## src/zfp_pkg.sv

```systemverilog
`timescale 1ns / 1ps
package zfp_pkg;

    localparam int NUM_SENSORS = 4;
    localparam int NUM_REGS    = NUM_SENSORS + 1;
    localparam int ADDR_W      = $clog2(NUM_REGS) + 2;
    localparam int IDX_W       = $clog2(NUM_REGS);
    localparam int FORCE_W     = 16;
    localparam int POS_W       = 16;
    localparam int PROD_W      = FORCE_W + POS_W;
    localparam int SUM_W       = PROD_W + $clog2(NUM_SENSORS) + 1;
    localparam int TOTAL_W     = 18;
    localparam int THRESH_W    = 17;
    localparam int NUM_MAG_W   = SUM_W - 1;
    localparam int QUOT_W      = 17;
    localparam int COORD_W     = 16;
    localparam int FRONT_STAGES = 3;
    localparam int PIPE_STAGES  = FRONT_STAGES + QUOT_W + 1;

    typedef enum logic [IDX_W-1:0] {
        REG_THRESHOLD = IDX_W'(0),
        REG_POS_0     = IDX_W'(1)
    } reg_idx_t;

    typedef struct packed {
        logic [THRESH_W-1:0]                threshold;
        logic [NUM_SENSORS-1:0][2*POS_W-1:0] pos;
    } cfg_t;

    typedef struct packed {
        logic                      contact;
        logic                      ovf_x;
        logic                      ovf_y;
        logic                      neg_x;
        logic                      neg_y;
        logic signed [TOTAL_W-1:0] total;
    } meta_t;

    function automatic logic [COORD_W-1:0] sat_coord(
        input logic              contact,
        input logic              ovf,
        input logic              neg,
        input logic [QUOT_W-1:0] q
    );
        logic [QUOT_W-1:0] nq;
        logic [COORD_W-1:0] res;
        nq = QUOT_W'(0) - q;
        if (!contact)
            res = '0;
        else if (neg)
            res = (ovf || q > QUOT_W'(32768)) ? 16'h8000 : nq[COORD_W-1:0];
        else
            res = (ovf || q > QUOT_W'(32767)) ? 16'h7FFF : q[COORD_W-1:0];
        return res;
    endfunction

endpackage

```

## src/zfp_div.sv

```systemverilog
`timescale 1ns / 1ps
module zfp_div
    import zfp_pkg::*;
(
    input  logic                 clk,
    input  logic                 en,
    input  logic [NUM_MAG_W-1:0] num,
    input  logic [TOTAL_W-1:0]   den,
    output logic [QUOT_W-1:0]    quot
);

    localparam int TW = NUM_MAG_W + 2;

    logic [NUM_MAG_W-1:0] r_reg [QUOT_W];
    logic [QUOT_W-1:0]    q_reg [QUOT_W];
    logic [TOTAL_W-1:0]   d_reg [QUOT_W];

    // one restoring step per stage, quotient bit QUOT_W-1 first
    for (genvar j = 0; j < QUOT_W; j++)
    begin : g_step
        logic [NUM_MAG_W-1:0] r_prev, r_next;
        logic [QUOT_W-1:0]    q_prev, q_next;
        logic [TOTAL_W-1:0]   d_prev;
        logic [TW-1:0]        trial;

        if (j == 0)
        begin : g_first
            assign r_prev = num;
            assign q_prev = '0;
            assign d_prev = den;
        end
        else
        begin : g_rest
            assign r_prev = r_reg[j-1];
            assign q_prev = q_reg[j-1];
            assign d_prev = d_reg[j-1];
        end

        always_comb
        begin
            trial  = TW'(r_prev) - (TW'(d_prev) << (QUOT_W - 1 - j));
            r_next = trial[TW-1] ? r_prev : trial[NUM_MAG_W-1:0];
            q_next = q_prev;
            q_next[QUOT_W-1-j] = !trial[TW-1];
        end

        always_ff @(posedge clk)
        begin
            if (en)
            begin
                r_reg[j] <= r_next;
                q_reg[j] <= q_next;
                d_reg[j] <= d_prev;
            end
        end
    end

    assign quot = q_reg[QUOT_W-1];

endmodule

```

## config.mk

```make
export PLATFORM = sky130hd
export DESIGN_NAME = zfp_div
export DESIGN_NICKNAME = d
export VERILOG_FILES = /design/src/zfp_pkg.sv /design/src/zfp_div.sv
export SDC_FILE = /design/constraint.sdc
export NUM_CORES = 2
export LEC_CHECK = 0
export BUFFER_PORTS_ARGS = -buffer_cell sky130_fd_sc_hd__buf_2
export CORE_MARGIN = 2
export CORE_UTILIZATION = 60
export CTS_BUF_LIST = sky130_fd_sc_hd__clkbuf_8
export DETAILED_ROUTE_END_ITERATION = 7
export PLACE_DENSITY = 0.86
export SLEW_MARGIN = 20
export SYNTH_ARGS = -nofsm -noshare
export SYNTH_HDL_FRONTEND = slang
export SYNTH_SLANG_ARGS = --single-unit
```

## constraint.sdc

```tcl
create_clock -name clk -period 4.1 [get_ports clk]
set_clock_uncertainty 0.05 [all_clocks]
set_input_delay 0.615 -clock clk [delete_from_list [all_inputs] [get_ports clk]]
set_output_delay 0.615 -clock clk [all_outputs]
set_load 0.01 [all_outputs]
```

==> flow_metrics.py <==
metrics = {
    "finish": {
        "multi_input_area_um2": 18500,
        "layout_commonest_cell": "edfxtp_1",
        "fillers": 5579,
        "drive_above_1_share_pct": 9.37,
        "stdcell_area_um2": 55300,
        "fin_nets": 4794,
        "area_growth_pct": 10.9,
        "layout_common_cells": "edfxtp_1 (985), inv_1 (441), nand2_1 (354)",
        "seq_area_um2": 29600,
        "largest_register_ffs": 544,
    },
    "setup_path": {
        "crit_arrival_ns": 4.26,
        "worstSetupPathType": "reg2reg",
        "crit_required_ns": 4.52,
        "start_kind": "flop",
        "worst_setup_path_end_kind": "flop",
        "cp_max_fo": 4,
    },
    "floorplan": {
        "die_w_um": 292,
        "die_area_um2": 85400,
        "ios": 71,
        "die-height_um": 292,
        "start_util_pct": 60.7,
        "rows": 105,
        "core_um2": 82100,
    },
    "routing": {
        "wl_mm": 92.2,
        "ant_nets": 0,
        "num_vias": 32254,
        "vias_per_cell": 5.74,
        "drtIter0Drc": 1837,
        "drcViolationCount": 0,
        "wire_per_inst_um": 16.4,
        "drt-pass1-iter-count": 6,
    },
    "synthesis": {
        "synthFlopType": "edfxtp_1",
        "ys_seq_area_share_pct": 59.3,
        "synth_nets": 4535,
        "yosys_warnings": 0,
        "synth.top_cell.area_share_pct": 59.3,
        "synth_cell_types": 78,
        "synthTopCellsByArea": "edfxtp_1 (59%), ha_1 (7.7%), inv_1 (2.9%), o21ai_0 (2.9%), xnor2_1 (2.7%)",
        "synth_area_um2": 49800,
        "synth-edff-count": 985,
        "ys_ff_latch": 985,
        "synth_top_area_cell": "edfxtp_1",
        "async_flop_share_pct": 0,
        "synthCells": 4160,
        "synth_area_per_cell_um2": 12.0,
    },
    "grt": {
        "grt_first_pass_wirelength_mm": 150,
        "grt_pass1_vias": 32796,
        "grt_max_degree": 103,
        "grt_usage_pct": 21.6,
        "grt_overflow": 0,
        "antenna_found_initial": 2,
    },
    "cts": {
        "cts.clk_slew.worst_paths_ns": 0.06,
        "clk_latency_ns": 0.82,
        "h-tree-depth": 4,
        "root_buffer": "clkbuf_8",
        "numClockSinks": 985,
        "clk_path_buf_depth": 3,
        "cts_tree": "yes",
        "cts_inserted_buffers": 160,
    },
    "timing": {
        "tightest_slew_ns": 0.903,
        "finalSetupTns_ns": 0,
        "drv_slew": 0,
        "hold_violations": 0,
        "slew_headroom_pct": 38.2,
        "period_share_pct": 93.7,
        "clock.fmax_mhz": 260,
        "period_needed_ns": 3.84,
        "rsz0062_at_grt": "false",
        "setup_viol": 0,
        "holdWs_ns": 0.0899,
    },
    "hold_path": {
        "min_path_type": "in2reg",
    },
    "power_and_ir_drop": {
        "p_leak_nw": 21.9,
        "p_per_area_nw_per_um2": 639,
        "peakVddDrop_v": 0.000340,
    },
    "outcome": {
        "status": "completed",
    },
    "placement": {
        "globalplace.congestion": 0.971,
        "port-buffer-count": 70,
        "place_area_um2": 51900,
        "dp_hpwl_mm": 65.9,
    },
    "run": {
        "max_cap_viol_count": 0,
    },
}
## routing by layer
layer	part of all wire, %	vias up	GRT usage [%]
met3	3.8	311	3.88
li1	-	15785	-
met2	56	895	42.5
met4	5.8	0	14.0
met5	0	-	0
met1	35	15263	20.0
## what timing repair did
| action | 4_1_cts | 5_1_grt |
|---|---|---|
| gates resized for setup | 1 | 2 |
| hold endpoints to repair | 34 | 0 |
| hold buffers | 34 | 0 |
| cloned | 0 | 0 |
| setup buffers | 0 | 0 |
| setup endpoints to repair | 11 | 18 |
## cells in the mapped netlist, drive strengths merged (12+ instances only)
cell type and instances:
o21bai 19, fa 16, a21boi 12, inv 390
mux2 58, and3 14, or4 14, o21a 54
nand3 63, or2 12, and2 15, buf 15
a211oi 25, o211ai 25, nor3 80, o31ai 35
o21ai 294, xnor2 154, ha 305, a21oi 254
nor4 41, or3 32, clkbuf 60, a21o 110
nor2b 40, nand2b 65, a31oi 31, edfxtp 985
nand2 354, nor2 275, xor2 152
## cell families after synthesis
kind of cell / after synthesis / synth area share, %
compound gates: 961 / 11.9
xor+xnor: 306 / 5.38
fa+ha+maj: 321 / 8.30
flops: 985 / 59.3
buf+inv: 468 / 3.58
mux: 67 / 1.54
simple gates: 1052 / 9.91
## report_power, final
| group | internal, W | leakage [nW] | total, W | switching, W |
|---|---|---|---|---|
| registers | 0.0139 | 9.50 | 0.0152 | 0.00127 |
| logic | 0.00532 | 10.7 | 0.0121 | 0.00679 |
| clock network | 0.00422 | 1.71 | 0.00799 | 0.00377 |
## stage by stage
stage / utilization (%) / setup slack (ns) / cells / power [W]
after floorplan: - / 0.546 / 4160 / 0.0241
final: 67.3 / 0.260 / 5616 / 0.0353
after CTS: 67.3 / 0.0941 / 5615 / 0.0354
after detailed placement: 63.2 / 0.0234 / 5293 / 0.0272
after global routing: 67.3 / 0.0120 / 5616 / 0.0375
after global placement: 63.2 / 0.232 / 5293 / 0.0267
## worst max-delay path, cell delays in order (launching register included)
cell	delay (ns)
edfxtp_1	0.55
ha_1	0.26
fa_1	0.22
nor2b_1	0.07
o31a_1	0.28
o311a_1	0.38
a21oi_1	0.36
o21ai_0	0.21
a32o_1	0.30
a2111oi_0	0.58
xor2_1	0.26
## final cells by class
| type | instances | area share [%] |
|---|---|---|
| flip-flops and latches | 985 | 53.5 |
| multi-input cells | 2707 | 33.5 |
| clock buffers | 164 | 4.08 |
| inverters | 393 | 2.67 |
| repair buffers | 172 | 2.44 |
| well taps | 1070 | 2.42 |
| clock inverters | 124 | 1.36 |
| diodes | 1 | 0.00453 |
## final timing paths
kind	from	end	slack [ns]	cells after the start
hold reg to reg	r_reg[0][36]	r_reg[0][70]	0.35	0
setup / recovery	d_reg[0][90]	r_reg[0][232]	0.26	10
hold / removal	num[33]	r_reg[0][33]	0.09	2
setup reg to reg	d_reg[0][90]	r_reg[0][232]	0.26	10
Power figures use the tool's default switching activity.
