### config.mk
export PLATFORM = sky130hd
export DESIGN_NAME = zfp_regs
export DESIGN_NICKNAME = d
export VERILOG_FILES = /design/src/zfp_pkg.sv /design/src/zfp_regs.sv
export SDC_FILE = /design/constraint.sdc
export NUM_CORES = 1
export LEC_CHECK = 0
export BUFFER_PORTS_ARGS = -buffer_cell sky130_fd_sc_hd__buf_2
export CAP_MARGIN = 40
export CORE_MARGIN = 3
export CORE_UTILIZATION = 51
export DETAILED_ROUTE_END_ITERATION = 8
export PLACE_DENSITY = 0.81
export SLEW_MARGIN = 0
export SYNTH_ARGS = -nofsm -noshare
export SYNTH_HDL_FRONTEND = slang
export SYNTH_SLANG_ARGS = --single-unit
### constraint.sdc
create_clock -name clk -period 2.3 [get_ports clk]
set_input_delay 0.46 -clock clk [delete_from_list [all_inputs] [get_ports clk]]
set_output_delay 0.46 -clock clk [all_outputs]
set_load 0.01 [all_outputs]
### src/zfp_pkg.sv
`timescale 1ns / 1ps
package zfp_pkg;

    localparam int NUM_SENSORS = 4;
    localparam int NUM_REGS    = NUM_SENSORS + 1;
    localparam int ADDR_W      = $clog2(NUM_REGS) + 2;
    localparam int IDX_W       = $clog2(NUM_REGS);
    localparam int FORCE_W     = 16;
    localparam int POS_W       = 16;
    localparam int PROD_W      = FORCE_W + POS_W;
    localparam int SUM_W       = PROD_W + $clog2(NUM_SENSORS) + 1;
    localparam int TOTAL_W     = 18;
    localparam int THRESH_W    = 17;
    localparam int NUM_MAG_W   = SUM_W - 1;
    localparam int QUOT_W      = 17;
    localparam int COORD_W     = 16;
    localparam int FRONT_STAGES = 3;
    localparam int PIPE_STAGES  = FRONT_STAGES + QUOT_W + 1;

    typedef enum logic [IDX_W-1:0] {
        REG_THRESHOLD = IDX_W'(0),
        REG_POS_0     = IDX_W'(1)
    } reg_idx_t;

    typedef struct packed {
        logic [THRESH_W-1:0]                threshold;
        logic [NUM_SENSORS-1:0][2*POS_W-1:0] pos;
    } cfg_t;

    typedef struct packed {
        logic                      contact;
        logic                      ovf_x;
        logic                      ovf_y;
        logic                      neg_x;
        logic                      neg_y;
        logic signed [TOTAL_W-1:0] total;
    } meta_t;

    function automatic logic [COORD_W-1:0] sat_coord(
        input logic              contact,
        input logic              ovf,
        input logic              neg,
        input logic [QUOT_W-1:0] q
    );
        logic [QUOT_W-1:0] nq;
        logic [COORD_W-1:0] res;
        nq = QUOT_W'(0) - q;
        if (!contact)
            res = '0;
        else if (neg)
            res = (ovf || q > QUOT_W'(32768)) ? 16'h8000 : nq[COORD_W-1:0];
        else
            res = (ovf || q > QUOT_W'(32767)) ? 16'h7FFF : q[COORD_W-1:0];
        return res;
    endfunction

endpackage

### src/zfp_regs.sv
`timescale 1ns / 1ps
module zfp_regs
    import zfp_pkg::*;
(
    input  logic              clk,
    input  logic              rst_n,
    input  logic              psel,
    input  logic              penable,
    input  logic              pwrite,
    input  logic [ADDR_W-1:0] paddr,
    input  logic [31:0]       pwdata,
    output logic [31:0]       prdata,
    output logic              pready,
    output cfg_t              cfg
);

    cfg_t             cfg_reg;
    logic [IDX_W-1:0] idx;
    logic             wr;

    assign pready = 1'b1;
    assign idx    = paddr[ADDR_W-1:2];
    assign wr     = psel && penable && pwrite;
    assign cfg    = cfg_reg;

    always_ff @(posedge clk or negedge rst_n)
    begin
        if (!rst_n)
        begin
            cfg_reg.threshold <= THRESH_W'(1);
            cfg_reg.pos       <= '0;
        end
        else if (wr)
        begin
            if (idx == REG_THRESHOLD)
                cfg_reg.threshold <= pwdata[THRESH_W-1:0];
            for (int k = 0; k < NUM_SENSORS; k++)
                if (idx == IDX_W'(k + 1))
                    cfg_reg.pos[k] <= pwdata;
        end
    end

    always_comb
    begin
        prdata = '0;
        if (idx == REG_THRESHOLD)
            prdata = 32'(cfg_reg.threshold);
        for (int k = 0; k < NUM_SENSORS; k++)
            if (idx == IDX_W'(k + 1))
                prdata = cfg_reg.pos[k];
    end

endmodule

==> results.yml, run 1 <==
outcome:
  status: "finished with violations"
  violations: "hold timing"
floorplanning:
  start_util_pct: 53.3
  fp.dieW_um: 119
  placementRows: 40
  dieArea_mm2: 0.0142
  coreArea_mm2: 0.0123
  io_pins: 220
  die_h_um: 119
synthesis:
  synthMostInstantiatedCell: "dfrtp_1"
  avgSynthCellArea_um2: 14.6
  yosys_warnings: 0
  ys_ff_latch: 145
  syn_inst: 449
  ys_types: 28
  synthTopCellsByCount: "dfrtp_1, mux2_2, mux2_1"
  syn_area_mm2: 0.00654
  syn_nets: 491
  postSynth.asyncResetShare_pct: 100
  synth_top_area_share_pct: 55.1
  ys_top_cells_by_area: "dfrtp_1, mux2_2, mux2_1"
  yosysTopAreaCell: "dfrtp_1"
  seq_area_frac_synth_pct: 55.5
  synth_edf_count: 0
  synth_ff_type: "dfrtp_1"
critical_path:
  r2r_end: "cfg[119]$_DFFE_PN0P_"
  r2r_start: "cfg[119]$_DFFE_PN0P_"
  worstSetupPathType: "input pin to output port"
  reg2reg_depth: 1
  critPathMaxFanout: 10
  worst_setup_path_end_kind: "output port"
  critPathArrivalTime_ns: 1.68
  cp.required_ns: 1.84
  cp-start-kind: "input pin"
  r2r_setup_slack_ns: 1.46
sta:
  setup_viol: 0
  worstMarginPinSlew_ns: 0.506
  timing.fmax_ghz: 0.466
  period_share_pct: 93.2
  rsz0062_at_grt: "false"
  final-max-slew-violation-count: 0
  relSlewSlack_pct: 66.2
  finClkSkew_ns: 0
  setup-tns-final_ns: 0
  whs_ns: -0.0105
  min_period_ns: 2.14
  hold_viol: 8
  setup_slack_ns: 0.156
route:
  drtIter0Drc: 314
  via_count: 4893
  wire_per_inst_um: 20.9
  drc_errors: 0
  drtPass1Iterations: 4
  drt_wl_total_um: 18200
  avgViaCountPerCell: 5.64
  ant_nets: 0
finish:
  area_growth_pct: 32.6
  nets: 728
  drive_gt1_share_pct: 57.4
  final_area_mm2: 0.00867
  final_cells: 868
  largest_register_ffs: 145
placement:
  port_buffers: 216
  dpl_worst_slack_ns: 0.0766
  place_inst: 835
  globalplace.congestion: 0.831
  placed_area_mm2: 0.00801
  hpwl_um: 12900
global_routing:
  grt_pass1_wl_um: 29000
  grt_pass1_vias: 5196
  grtUsageTotal_pct: 26.4
  antenna_found_initial: 1
  grt_start_max_net_pins: 53
  globalRouteOverflowTotal: 0
clock_tree:
  cts_buffers: 17
  htreeDepth: 4
  clock_path_buffers: 2
  postCtsSetupBuffers: 0
  clk_pin_slew_worst_paths_ns: 0.06
  cts_sinks: 145
  worstSkewPairLatency_ns: 0.41
  tritoncts: "yes"
  cts_root_buffer: "clkbuf_16"
pwr:
  p_total_mw: 8.36
  p_leak_nw: 4.48
  power_density_mw_per_mm2: 965
  ir_drop_uv: 631
flow_run:
  maxCapViolations: 0
worst_hold_path:
  holdCritPathClass: "input pin to asynchronous set/reset pin"
-- per-layer routing --
metal / vias up / global-route usage [%] / part of all wire, %
met1: 2500 / 32.5 / 40
li1: 2156 / - / -
met3: 45 / 5.98 / 5.6
met4: 0 / 11.9 / 2.9
met2: 192 / 44.5 / 52
met5: - / 0 / 0
-- placed cells by master, fill, tap and decap left out, types with 15 or more instances in the layout --
cell | netlist | layout
mux2i_1 | 34 | 34
clkbuf_16 | 0 | 17
dfrtp_1 | 144 | 144
buf_4 | 12 | 23
mux2_1 | 46 | 46
a22oi_1 | 15 | 15
a221o_1 | 15 | 15
o22ai_1 | 15 | 15
buf_2 | 10 | 215
nor2_1 | 18 | 17
mux2_2 | 114 | 114
-- cell families (layout without fill, tap and decap cells) --
logic type      Yosys count  count (layout)  synth area share (%)
flops                   145             145                  55.5
compound gates           48              48                  5.86
simple gates             31              31                  2.85
mux                     194             194                  32.8
buf+inv                  30             280                  2.95
other cells               1               2                0.0574
-- where the power goes --
group,internal [mW],switching (mW)
clock,2.01,1.02
combinational,0.942,0.936
sequential,3.06,0.409
total,6.00,2.36
-- worst max-delay path: stages --
cell and delay (ns):
buf_2 0.22, buf_4 0.26, mux2i_1 0.20, nor2_1 0.05, a311o_1 0.33, buf_2 0.15
-- what timing repair did --
item,4_1_cts,5_1_grt
hold buffers,0,0
endpoints found under the setup margin,0,10
gates resized for setup,0,1
-- worst max path at each step --
stage	startpoint	to	slack [ns]	cells past startpoint
2_1_floorplan	paddr[4]	prdata[10]	0.34	3
3_5_place_dp	paddr[2]	prdata[22]	0.08	5
4_1_cts	paddr[2]	prdata[22]	0.05	5
5_1_grt	paddr[2]	prdata[15]	0.1	6
6_report	paddr[2]	prdata[15]	0.16	6
3_3_place_gp	paddr[2]	prdata[31]	0.13	5
-- through the flow --
step	util (%)	hold slack, ns
4_1_cts	70.7	0.00377
5_1_grt	70.7	0.0142
2_1_floorplan	-	0.164
6_report	70.7	-0.0105
3_3_place_gp	65.3	0.438
3_5_place_dp	65.3	0.448
-- final cells by class --
| type | instances | area, um^2 |
|---|---|---|
| antenna | 1 | 2.50 |
| clock buffer | 22 | 474 |
| clock inverter | 10 | 180 |
| fill | 847 | 3590 |
| multi-input combinational | 274 | 2730 |
| sequential | 145 | 3630 |
| tap | 168 | 210 |
| timing repair buffer | 248 | 1440 |
Power figures use the tool's default switching activity.
==> run 2, diff against run 1 <==
- CORE_UTILIZATION: 51 -> 54
- PLACE_DENSITY: 0.81 -> 0.85
- clock period: 2.3 -> 2.7 ns (I/O delays scaled with it)
==> results.yml, run 2 (synthesis gave the netlist of run 1 again) <==
sta:
  setup_viol: 0
  finClkSkew_ns: 0
  setup_slack_ns: 0.324
  setup-tns-final_ns: 0
  rsz0062_at_grt: "false"
  timing.fmax_ghz: 0.421
  hold_viol: 0
  relSlewSlack_pct: 62.7
  period_share_pct: 88.0
  min_period_ns: 2.38
  whs_ns: 0.0890
  final-max-slew-violation-count: 0
  worstMarginPinSlew_ns: 0.560
pwr:
  combPwrFrac_pct: 22.5
  p_seq_share_pct: 41.3
  ir_drop_uv: 529
  clockPowerShare_pct: 36.2
  p_leak_nw: 4.42
  netSwitchingFraction_pct: 28.5
  switchingPower_mw: 2.03
  p_total_mw: 7.14
  power_density_mw_per_mm2: 840
  intPower_mw: 5.10
global_routing:
  grt_pass1_wl_um: 28400
  globalRouteOverflowTotal: 0
  grt_start_max_net_pins: 66
  antenna_found_initial: 0
  grt_pass1_vias: 5284
  grtUsageTotal_pct: 28.1
clock_tree:
  clock_path_buffers: 2
  htreeDepth: 4
  cts_root_buffer: "clkbuf_16"
  cts_sinks: 145
  tritoncts: "yes"
  clk_pin_slew_worst_paths_ns: 0.06
  postCtsSetupBuffers: 0
  worstSkewPairLatency_ns: 0.42
  cts_hold_buf: 0
  cts_resized: 0
  cts_buffers: 17
critical_path:
  worst_setup_path_end_kind: "output port"
  cp.required_ns: 2.16
  critPathMaxFanout: 11
  reg2reg_depth: 1
  worstSetupPathType: "input pin to output port"
  critPathArrivalTime_ns: 1.84
  cp-start-kind: "input pin"
outcome:
  status: "completed"
route:
  drt_wl_total_um: 18300
  via_count: 4910
  avgViaCountPerCell: 5.88
  wire_per_inst_um: 21.9
  drtPass1Iterations: 4
  ant_nets: 0
  drc_errors: 0
  drtIter0Drc: 289
finish:
  multi_input_area_mm2: 0.00273
  diodes: 0
  nets: 721
  register_area_mm2: 0.00363
  fillers: 789
  mostFrequentLayoutCells: "buf_2, dfrtp_1, mux2_2"
  final_area_mm2: 0.00849
  area_growth_pct: 29.9
  largest_register_ffs: 145
  final_common_cell: "buf_2"
  drive_gt1_share_pct: 56.8
floorplanning:
  io_pins: 220
  coreArea_mm2: 0.0116
  dieArea_mm2: 0.0135
  die_h_um: 116
  fp.dieW_um: 116
  placementRows: 39
  start_util_pct: 56.3
placement:
  port_buffers: 216
  dpl_worst_slack_ns: 0.347
  globalplace.congestion: 0.829
  placed_area_mm2: 0.00784
  hpwl_um: 12600
worst_hold_path:
  holdCritPathClass: "input pin to asynchronous set/reset pin"
flow_run:
  maxCapViolations: 0
run 2: through the flow:
step	utilization (%)	std cells
after CTS	73.1	835
final	73.1	835
after global placement	67.5	803
after global routing	73.1	835
after floorplan	-	449
after detailed placement	67.5	803
run 2: worst paths after layout:
check / slack [ns] / to / startpoint
hold reg to reg: 0.51 / cfg[108]$_DFFE_PN0P_ / cfg[108]$_DFFE_PN0P_
setup reg to reg: 1.83 / cfg[101]$_DFFE_PN0P_ / cfg[101]$_DFFE_PN0P_
max in group asynchronous: 1.87 / cfg[122]$_DFFE_PN0P_ / rst_n
hold / removal: 0.09 / cfg[123]$_DFFE_PN0P_ / rst_n
setup / recovery: 0.32 / prdata[7] / paddr[4]
min in group clk: 0.37 / cfg[118]$_DFFE_PN0P_ / pwdata[22]
run 2: critical path, cell delays in order:
cell and delay, ns:
buf_2 0.18, buf_4 0.26, mux2_2 0.37, a221o_1 0.34
buf_2 0.15
run 2: layout make-up:
| type | count | share of cell area, % |
|---|---|---|
| tap | 143 | 2.11 |
| multi-input combinational | 274 | 32.1 |
| timing repair buffer | 241 | 15.3 |
| clock buffer | 22 | 5.58 |
| sequential | 145 | 42.7 |
| clock inverter | 10 | 2.12 |
run 2: power by group through the flow:
stage / Clock (mW) / Combinational [mW] / Sequential, mW
final: 2.58 / 1.60 / 2.95
after global routing: 2.72 / 1.73 / 3.00
after CTS: 2.61 / 1.62 / 2.94
after detailed placement: 0 / 1.61 / 2.97
after global placement: 0 / 1.55 / 2.93
after floorplan: 0 / 0.636 / 3.11
run 2: routing by layer:
| metal | GRT usage [%] | routed length (um) |
|---|---|---|
| met5 | 0 | 0 |
| met4 | 12.3 | 491 |
| met3 | 7.78 | 1250 |
| met2 | 48.6 | 9500 |
| met1 | 32.8 | 7080 |
